--- src/hw/rtl/lfu_pkg.sv ---
package lfu_pkg;

	localparam int KEY_W         = 32;
	localparam int VAL_W         = 32;
	localparam int CNT_W         = 16;
	localparam int STAMP_W       = 32;
	localparam int CAP_W         = 5;
	localparam int MAX_ENTRIES_DEF = 16;

	localparam logic [CAP_W-1:0] CAPACITY_RST = CAP_W'(16);
	localparam logic [CNT_W-1:0] COUNT_MAX    = '1;
	localparam logic [CNT_W-1:0] COUNT_ONE    = CNT_W'(1);

	localparam logic OP_GET = 1'b0;
	localparam logic OP_PUT = 1'b1;

	typedef struct packed {
		logic [KEY_W-1:0]   key;
		logic [VAL_W-1:0]   val;
		logic [CNT_W-1:0]   use_count;
		logic [STAMP_W-1:0] stamp;
	} entry_t;

	localparam int ENTRY_W = $bits(entry_t);

	typedef enum logic [4:0] {
		ST_IDLE   = 5'b00001,
		ST_SCAN   = 5'b00010,
		ST_DRAIN  = 5'b00100,
		ST_UPDATE = 5'b01000,
		ST_DONE   = 5'b10000
	} state_t;

endpackage

--- src/hw/rtl/lfu_ram.sv ---
module lfu_ram #(
	parameter int WIDTH = 8,
	parameter int DEPTH = 16
) (
	input  logic                                     clk,
	input  logic                                     we,
	input  logic [((DEPTH > 1) ? $clog2(DEPTH) : 1)-1:0] waddr,
	input  logic [WIDTH-1:0]                         wdata,
	input  logic [((DEPTH > 1) ? $clog2(DEPTH) : 1)-1:0] raddr,
	output logic [WIDTH-1:0]                         rdata
);

	logic [WIDTH-1:0] mem_q [DEPTH];

	always_ff @(posedge clk) begin
		if (we) begin
			mem_q[waddr] <= wdata;
		end
		rdata <= mem_q[raddr];
	end

endmodule

--- src/hw/rtl/lfu_cache_lru_tiebreak.sv ---
// Key/value store, LFU replacement with oldest-stamp tie-break.
// Input channel (in_valid/in_ready) carries one word: op (0 get, 1 put),
// key and value. Output channel (out_valid/out_ready) returns one word per
// input: hit, read_value (get hit only) and evicted (put that displaced an
// entry). cfg_we/cfg_wdata write capacity; the user writes it only while
// the block is idle; the block itself does not enforce this. Each input
// scans every slot through the entry RAM, one slot per cycle, with a
// single count/stamp comparator; a drain state and an update state that
// writes the entry back follow. A new word is taken only in idle, the
// cycle after the result is registered, never while one is in flight.
// The result sits in an output register: a stalled receiver holds the
// result there while the next word is accepted, scanned and written back;
// the block then holds its new result until the register frees.
// Reset clears all valid bits, the stamp counter and the occupancy, and
// sets capacity to 16; the block is ready as soon as reset releases.
module lfu_cache_lru_tiebreak #(
	parameter int MAX_ENTRIES = lfu_pkg::MAX_ENTRIES_DEF
) (
	input  logic                        clk,
	input  logic                        arst_n,
	input  logic                        cfg_we,
	input  logic [lfu_pkg::CAP_W-1:0]   cfg_wdata,
	input  logic                        in_valid,
	output logic                        in_ready,
	input  logic                        op,
	input  logic [lfu_pkg::KEY_W-1:0]   key,
	input  logic [lfu_pkg::VAL_W-1:0]   value,
	output logic                        out_valid,
	input  logic                        out_ready,
	output logic                        hit,
	output logic [lfu_pkg::VAL_W-1:0]   read_value,
	output logic                        evicted
);

	import lfu_pkg::*;

	localparam int IW = (MAX_ENTRIES > 1) ? $clog2(MAX_ENTRIES) : 1;
	localparam logic [IW-1:0] LAST_IDX = IW'(MAX_ENTRIES - 1);

	state_t state_q;

	logic [CAP_W-1:0]    capacity_q;
	logic [MAX_ENTRIES-1:0] valid_q;
	logic [STAMP_W-1:0]  stamp_q;
	logic [CAP_W-1:0]    occ_q;

	logic                op_q;
	logic [KEY_W-1:0]    key_q;
	logic [VAL_W-1:0]    value_q;

	logic [IW-1:0]       idx_q;
	logic                scan_s1;
	logic [IW-1:0]       idx_s1;

	logic                found_q;
	logic [IW-1:0]       found_idx_q;
	logic [VAL_W-1:0]    found_val_q;
	logic [CNT_W-1:0]    found_cnt_q;
	logic                free_found_q;
	logic [IW-1:0]       free_idx_q;
	logic                victim_found_q;
	logic [IW-1:0]       victim_idx_q;
	logic [CNT_W-1:0]    best_cnt_q;
	logic [STAMP_W-1:0]  best_stamp_q;

	logic                res_hit_q;
	logic [VAL_W-1:0]    res_rd_q;
	logic                res_ev_q;

	logic [ENTRY_W-1:0]  rdata;
	entry_t              rd_e;
	logic                slot_vld;
	logic                match;
	logic                better;

	logic                do_write;
	logic                set_valid;
	logic                occ_inc;
	logic                ev;
	logic [VAL_W-1:0]    rd_val;
	logic [IW-1:0]       wr_idx;
	entry_t              wr_e;
	logic [CNT_W-1:0]    bumped;
	logic                has_room;

	assign in_ready = (state_q == ST_IDLE);

	lfu_ram #(
		.WIDTH(ENTRY_W),
		.DEPTH(MAX_ENTRIES)
	) u_ram (
		.clk  (clk),
		.we   (do_write && (state_q == ST_UPDATE)),
		.waddr(wr_idx),
		.wdata(wr_e),
		.raddr(idx_q),
		.rdata(rdata)
	);

	assign rd_e     = entry_t'(rdata);
	assign slot_vld = valid_q[idx_s1];
	assign match    = scan_s1 && slot_vld && !found_q && (rd_e.key == key_q);
	assign better   = scan_s1 && slot_vld &&
		(!victim_found_q || (rd_e.use_count < best_cnt_q) ||
		 ((rd_e.use_count == best_cnt_q) && (rd_e.stamp < best_stamp_q)));

	assign bumped   = (found_cnt_q == COUNT_MAX) ? COUNT_MAX : found_cnt_q + COUNT_ONE;
	assign has_room = (occ_q < capacity_q) && (int'(occ_q) < MAX_ENTRIES);

	always_comb begin
		do_write  = 1'b0;
		set_valid = 1'b0;
		occ_inc   = 1'b0;
		ev        = 1'b0;
		rd_val    = '0;
		wr_idx    = found_idx_q;
		wr_e      = '{key: key_q, val: value_q, use_count: bumped, stamp: stamp_q};
		if (op_q == OP_GET) begin
			if (found_q) begin
				do_write  = 1'b1;
				rd_val    = found_val_q;
				wr_e.val  = found_val_q;
			end
		end else if (capacity_q != '0) begin
			if (found_q) begin
				do_write = 1'b1;
			end else begin
				wr_e.use_count = COUNT_ONE;
				if (has_room && free_found_q) begin
					do_write  = 1'b1;
					set_valid = 1'b1;
					occ_inc   = 1'b1;
					wr_idx    = free_idx_q;
				end else if (victim_found_q) begin
					do_write  = 1'b1;
					set_valid = 1'b1;
					ev        = 1'b1;
					wr_idx    = victim_idx_q;
				end
			end
		end
	end

	always_ff @(posedge clk or negedge arst_n) begin
		if (!arst_n) begin
			state_q        <= ST_IDLE;
			capacity_q     <= CAPACITY_RST;
			valid_q        <= '0;
			stamp_q        <= '0;
			occ_q          <= '0;
			idx_q          <= '0;
			scan_s1        <= 1'b0;
			found_q        <= 1'b0;
			free_found_q   <= 1'b0;
			victim_found_q <= 1'b0;
			out_valid      <= 1'b0;
		end else begin
			if (cfg_we) begin
				capacity_q <= cfg_wdata;
			end
			if (out_valid && out_ready) begin
				out_valid <= 1'b0;
			end
			scan_s1 <= (state_q == ST_SCAN);
			if (match) begin
				found_q <= 1'b1;
			end
			if (better) begin
				victim_found_q <= 1'b1;
			end
			if (scan_s1 && !slot_vld && !free_found_q) begin
				free_found_q <= 1'b1;
			end
			unique case (state_q)
				ST_IDLE: begin
					if (in_valid) begin
						found_q        <= 1'b0;
						free_found_q   <= 1'b0;
						victim_found_q <= 1'b0;
						idx_q          <= '0;
						state_q        <= ST_SCAN;
					end
				end
				ST_SCAN: begin
					if (idx_q == LAST_IDX) begin
						state_q <= ST_DRAIN;
					end else begin
						idx_q <= idx_q + IW'(1);
					end
				end
				ST_DRAIN: begin
					state_q <= ST_UPDATE;
				end
				ST_UPDATE: begin
					if (do_write) begin
						stamp_q <= stamp_q + STAMP_W'(1);
					end
					if (set_valid) begin
						valid_q[wr_idx] <= 1'b1;
					end
					if (occ_inc) begin
						occ_q <= occ_q + CAP_W'(1);
					end
					state_q <= ST_DONE;
				end
				ST_DONE: begin
					if (!out_valid || out_ready) begin
						out_valid <= 1'b1;
						state_q   <= ST_IDLE;
					end
				end
				default: begin
					state_q <= ST_IDLE;
				end
			endcase
		end
	end

	always_ff @(posedge clk) begin
		idx_s1 <= idx_q;
		if (in_valid && in_ready) begin
			op_q    <= op;
			key_q   <= key;
			value_q <= value;
		end
		if (match) begin
			found_idx_q <= idx_s1;
			found_val_q <= rd_e.val;
			found_cnt_q <= rd_e.use_count;
		end
		if (better) begin
			victim_idx_q <= idx_s1;
			best_cnt_q   <= rd_e.use_count;
			best_stamp_q <= rd_e.stamp;
		end
		if (scan_s1 && !slot_vld && !free_found_q) begin
			free_idx_q <= idx_s1;
		end
		if (state_q == ST_UPDATE) begin
			res_hit_q <= found_q;
			res_rd_q  <= rd_val;
			res_ev_q  <= ev;
		end
		if ((state_q == ST_DONE) && (!out_valid || out_ready)) begin
			hit        <= res_hit_q;
			read_value <= res_rd_q;
			evicted    <= res_ev_q;
		end
	end

endmodule

--- config.mk ---
export PLATFORM = sky130hd
export DESIGN_NAME = lfu_cache_lru_tiebreak
export DESIGN_NICKNAME = d
export VERILOG_FILES = /design/src/hw/rtl/lfu_pkg.sv /design/src/hw/rtl/lfu_ram.sv /design/src/hw/rtl/lfu_cache_lru_tiebreak.sv
export SDC_FILE = /design/constraint.sdc
export NUM_CORES = 2
export LEC_CHECK = 0
export BUFFER_PORTS_ARGS = -buffer_cell sky130_fd_sc_hd__buf_4
export CELL_PAD_IN_SITES_DETAIL_PLACEMENT = 0
export CELL_PAD_IN_SITES_GLOBAL_PLACEMENT = 2
export CORE_ASPECT_RATIO = 1.5
export CORE_MARGIN = 2
export CORE_UTILIZATION = 30
export DETAILED_ROUTE_END_ITERATION = 8
export GPL_ROUTABILITY_DRIVEN = 0
export PLACE_DENSITY_LB_ADDON = 0.05
export REMOVE_ABC_BUFFERS = 1
export SYNTH_ARGS = -nofsm -noshare
export SYNTH_HDL_FRONTEND = slang
export SYNTH_HIERARCHICAL = 1
export SYNTH_SLANG_ARGS = --single-unit
--- constraint.sdc ---
create_clock -name clk -period 15.3 [get_ports clk]
set_input_delay 3.06 -clock clk [delete_from_list [all_inputs] [get_ports clk]]
set_output_delay 3.06 -clock clk [all_outputs]
set_load 0.03 [all_outputs]
==> reports/qor.txt <==
Worst Tran Pin Value: 1.38 ns
hold_sp: u_ram/rdata[53]$_DFF_P_
Main synth FF type: edfxtp_1
area growth from synthesis to layout: 15.3%
initial antenna violation count: 9
CTS Sinks: 2221
largest net degree at the start of global routing: 120
kind of critical path: reg2reg
Final min period: 5.75 ns
Core ar.: 273000 um^2
global-route wire length before repair: 320 mm
nets: 4184
router iterations before antenna repair: 5
Critical Path Start: capacity_q[4]$_DFFE_PN1P_
cts repair resizes: 0
sw frac: 0.250
Max Slew Vio Count: 0
post-DP HPWL: 117 mm
period utilisation layout: 0.376
Place WS: 9.45 ns
I/O Pins: 111
Initial Util: 0.302
htree depth: 4
Psw: 0.00368 W
Seq/Total Area, Yosys: 0.790
largest area contributor in the netlist: edfxtp_1
register share of total power: 0.488
Req. time, crit path: 15.79 ns
clock share of power: 0.374
multi-input logic area: 16400 um^2
Max-cap violations: 0
antenna-violating nets left: 0
Slew headroom: 0.0829
Peak VDD IR: 0.126 mV
global route overflow: 0
Max Clk Rate: 174 MHz
root buffer cell: clkbuf_16
Hold Crit Class: reg2reg
TNS Setup: 0 ns
#FFs+latches synth: 2221
Mapped Area: 82500 um^2
WL/cell: 28.8 um
reg2reg start: capacity_q[4]$_DFFE_PN1P_
Rows: 235
Comb pwr share: 0.139
Synth top area share: 0.740
die width: 432 um
power per cell area: 155 nW/um^2
clock skew: 0.0523 ns
Int Power: 0.0110 W
die area: 279000 um^2
vias per inst: 4.87
R2R setup slack: 9.55 ns
Cell variety after synth: 67
RSZ-0062 raised after global routing: no
Syn Area/Cell: 21.8 um^2
Post-synth EDFFs: 2033
Initial DRC Count: 2742
TritonCTS Buffers: 231
Crit. End Element: flop
CTS Hold Buffers Added: 0
Arr. time, crit path: 6.24 ns
Reg clk slew, reported paths: 0.06 ns
Die Span Y: 646 um
Vias: 37946
fillers: 25502
setup bufs post-CTS: 0
Synth async-reset ratio: 0.0324
Final Hold Vio Count: 0
share of cells above drive strength 1: 0.243
endpoints failing setup: 0
Leak: 31.6 nW
design area: 95100 um^2
Skew-Pair Late Insertion Delay: 0.89 ns
DRT Wirelength: 224 mm
Setup WS post-layout: 9.55 ns
Residual DRC: 0
PortBufs: 110
outcome: completed
gr usage total: 0.161
Ys Warns: 6
vias in the first global route: 41302
Tot Pwr: 0.0147 W
CP max FO: 40
CTS max path bufs: 4
Area contributors post-synth: edfxtp_1 (74%), mux4_2 (12%), dfxtp_1 (2.8%), dfrtp_1 (2.1%), a22oi_1 (2.1%)
Syn Inst Count: 3789
Critical Path Start Type: flop
Sequential Area: 65200 um^2
CTS tree: yes
Placement Cell Area: 87900 um^2
## sequential cells by signal (all words and copies together), names as in the netlist, 16 cells and up
signal        cells
u_ram/mem_q    1792
u_ram/rdata     112
best_stamp_q     32
found_val_q      32
key_q            32
read_value       32
res_rd_q         32
stamp_q          32
value_q          32
best_cnt_q       16
found_cnt_q      16
valid_q          16
## per-stage QoR
stage	hold slack, ns	std cells	utilization
2_1_floorplan	0.386	3622	-
3_3_place_gp	0.386	7376	0.321
3_5_place_dp	0.389	7376	0.321
4_1_cts	0.403	7793	0.348
5_1_grt	0.407	7794	0.348
6_report	0.402	7796	0.348
## path summary, 6_finish.rpt
check                                               endpoint  cells after the start
worst max-delay path            u_ram/mem_q[6][95]$_DFFE_PP_                     12
min in group asynchronous            stamp_q[11]$_DFFE_PN0P_                      1
worst max register to register  u_ram/mem_q[6][95]$_DFFE_PP_                     12
max in group asynchronous               idx_q[0]$_DFFE_PN0P_                      2
worst min-delay path                found_val_q[5]$_DFFE_PP_                      0
worst min register to register      found_val_q[5]$_DFFE_PP_                      0
## critical path: stages (launching register included)
cell and delay, ns:
dfstp_2 0.53, inv_1 0.05, ha_1 0.19, nor3b_1 0.27, nand2_1 0.08, a31oi_1 0.15
buf_4 0.25, mux2i_1 0.15, o21ai_0 0.78, nand2b_1 0.46, nor2_4 0.78, buf_4 0.82
buf_4 0.75
## layout by cell type (no fill, tap or decap), types with 7 or more instances in the layout
master     count
and2_1        38
buf_12        10
clkbuf_16    237
nand2b_1       9
inv_1         62
a22oi_1      227
edfxtp_1    2033
dfxtp_1      116
xnor2_1       45
bufinv_16     14
buf_4        189
xor2_1        31
a21oi_1       37
a21o_1        34
o21ai_0       15
and3_1        12
mux4_2       452
clkbuf_8      21
nor3_1        10
dfrtp_1       68
mux2i_1       10
ha_1          55
nor2_1        25
o21bai_1      17
nand3b_1       7
nor2_4        13
clkinv_1      38
clkbuf_1      56
nand3_1       25
nand2_1      159
nand4_1       30
clkinv_2      49
## power groups by stage
stage	logic, W	clock network [W]	registers [W]
3_3_place_gp	0.00215	0	0.00732
2_1_floorplan	0.00221	0	0.00749
6_report	0.00204	0.00550	0.00718
5_1_grt	0.00225	0.00593	0.00721
3_5_place_dp	0.00213	0	0.00732
4_1_cts	0.00213	0.00572	0.00720
## layer usage
layer | share of wire | track usage
met1 | 0.43 | 0.212
met2 | 0.51 | 0.281
met3 | 0.034 | 0.0213
met4 | 0.020 | 0.0366
met5 | 0.000031 | 0
## area by class of cell
| cell class | instances | share of cell area |
|---|---|---|
| Sequential cell | 2221 | 0.685 |
| Timing Repair Buffer | 199 | 0.0170 |
| Multi-Input combinational cell | 1337 | 0.172 |
| Inverter | 64 | 0.00258 |
| Clock inverter | 103 | 0.00867 |
| Clock buffer | 314 | 0.0676 |
| Tap cell | 3555 | 0.0467 |
| Antenna cell | 3 | 0.0000789 |
## cells by family after synthesis
family	synth area share
multiplexers	0.126
adder cells (fa/ha/maj)	0.00834
buffers and inverters	0.0135
AO/OA/AOI/OAI	0.0318
XOR/XNOR	0.00827
AND/OR/NAND/NOR	0.0224
flip-flops	0.790
## cells in the mapped netlist, types with 15 or more instances
library cell and instances:
mux4_2 452, inv_1 63, dfxtp_1 116, o21bai_1 17, nand2_1 159, nand3_1 25, ha_1 55, and2_1 39
clkbuf_1 65, dfrtp_1 70, nor2_1 39, buf_1 42, o21ai_0 16, xnor2_1 45, a21o_1 34, a22oi_1 227
nor3_1 15, xor2_1 31, a21oi_1 38, buf_4 33, nand4_1 30, edfxtp_1 2033
Note: power is estimated with default switching activity, not from simulation.
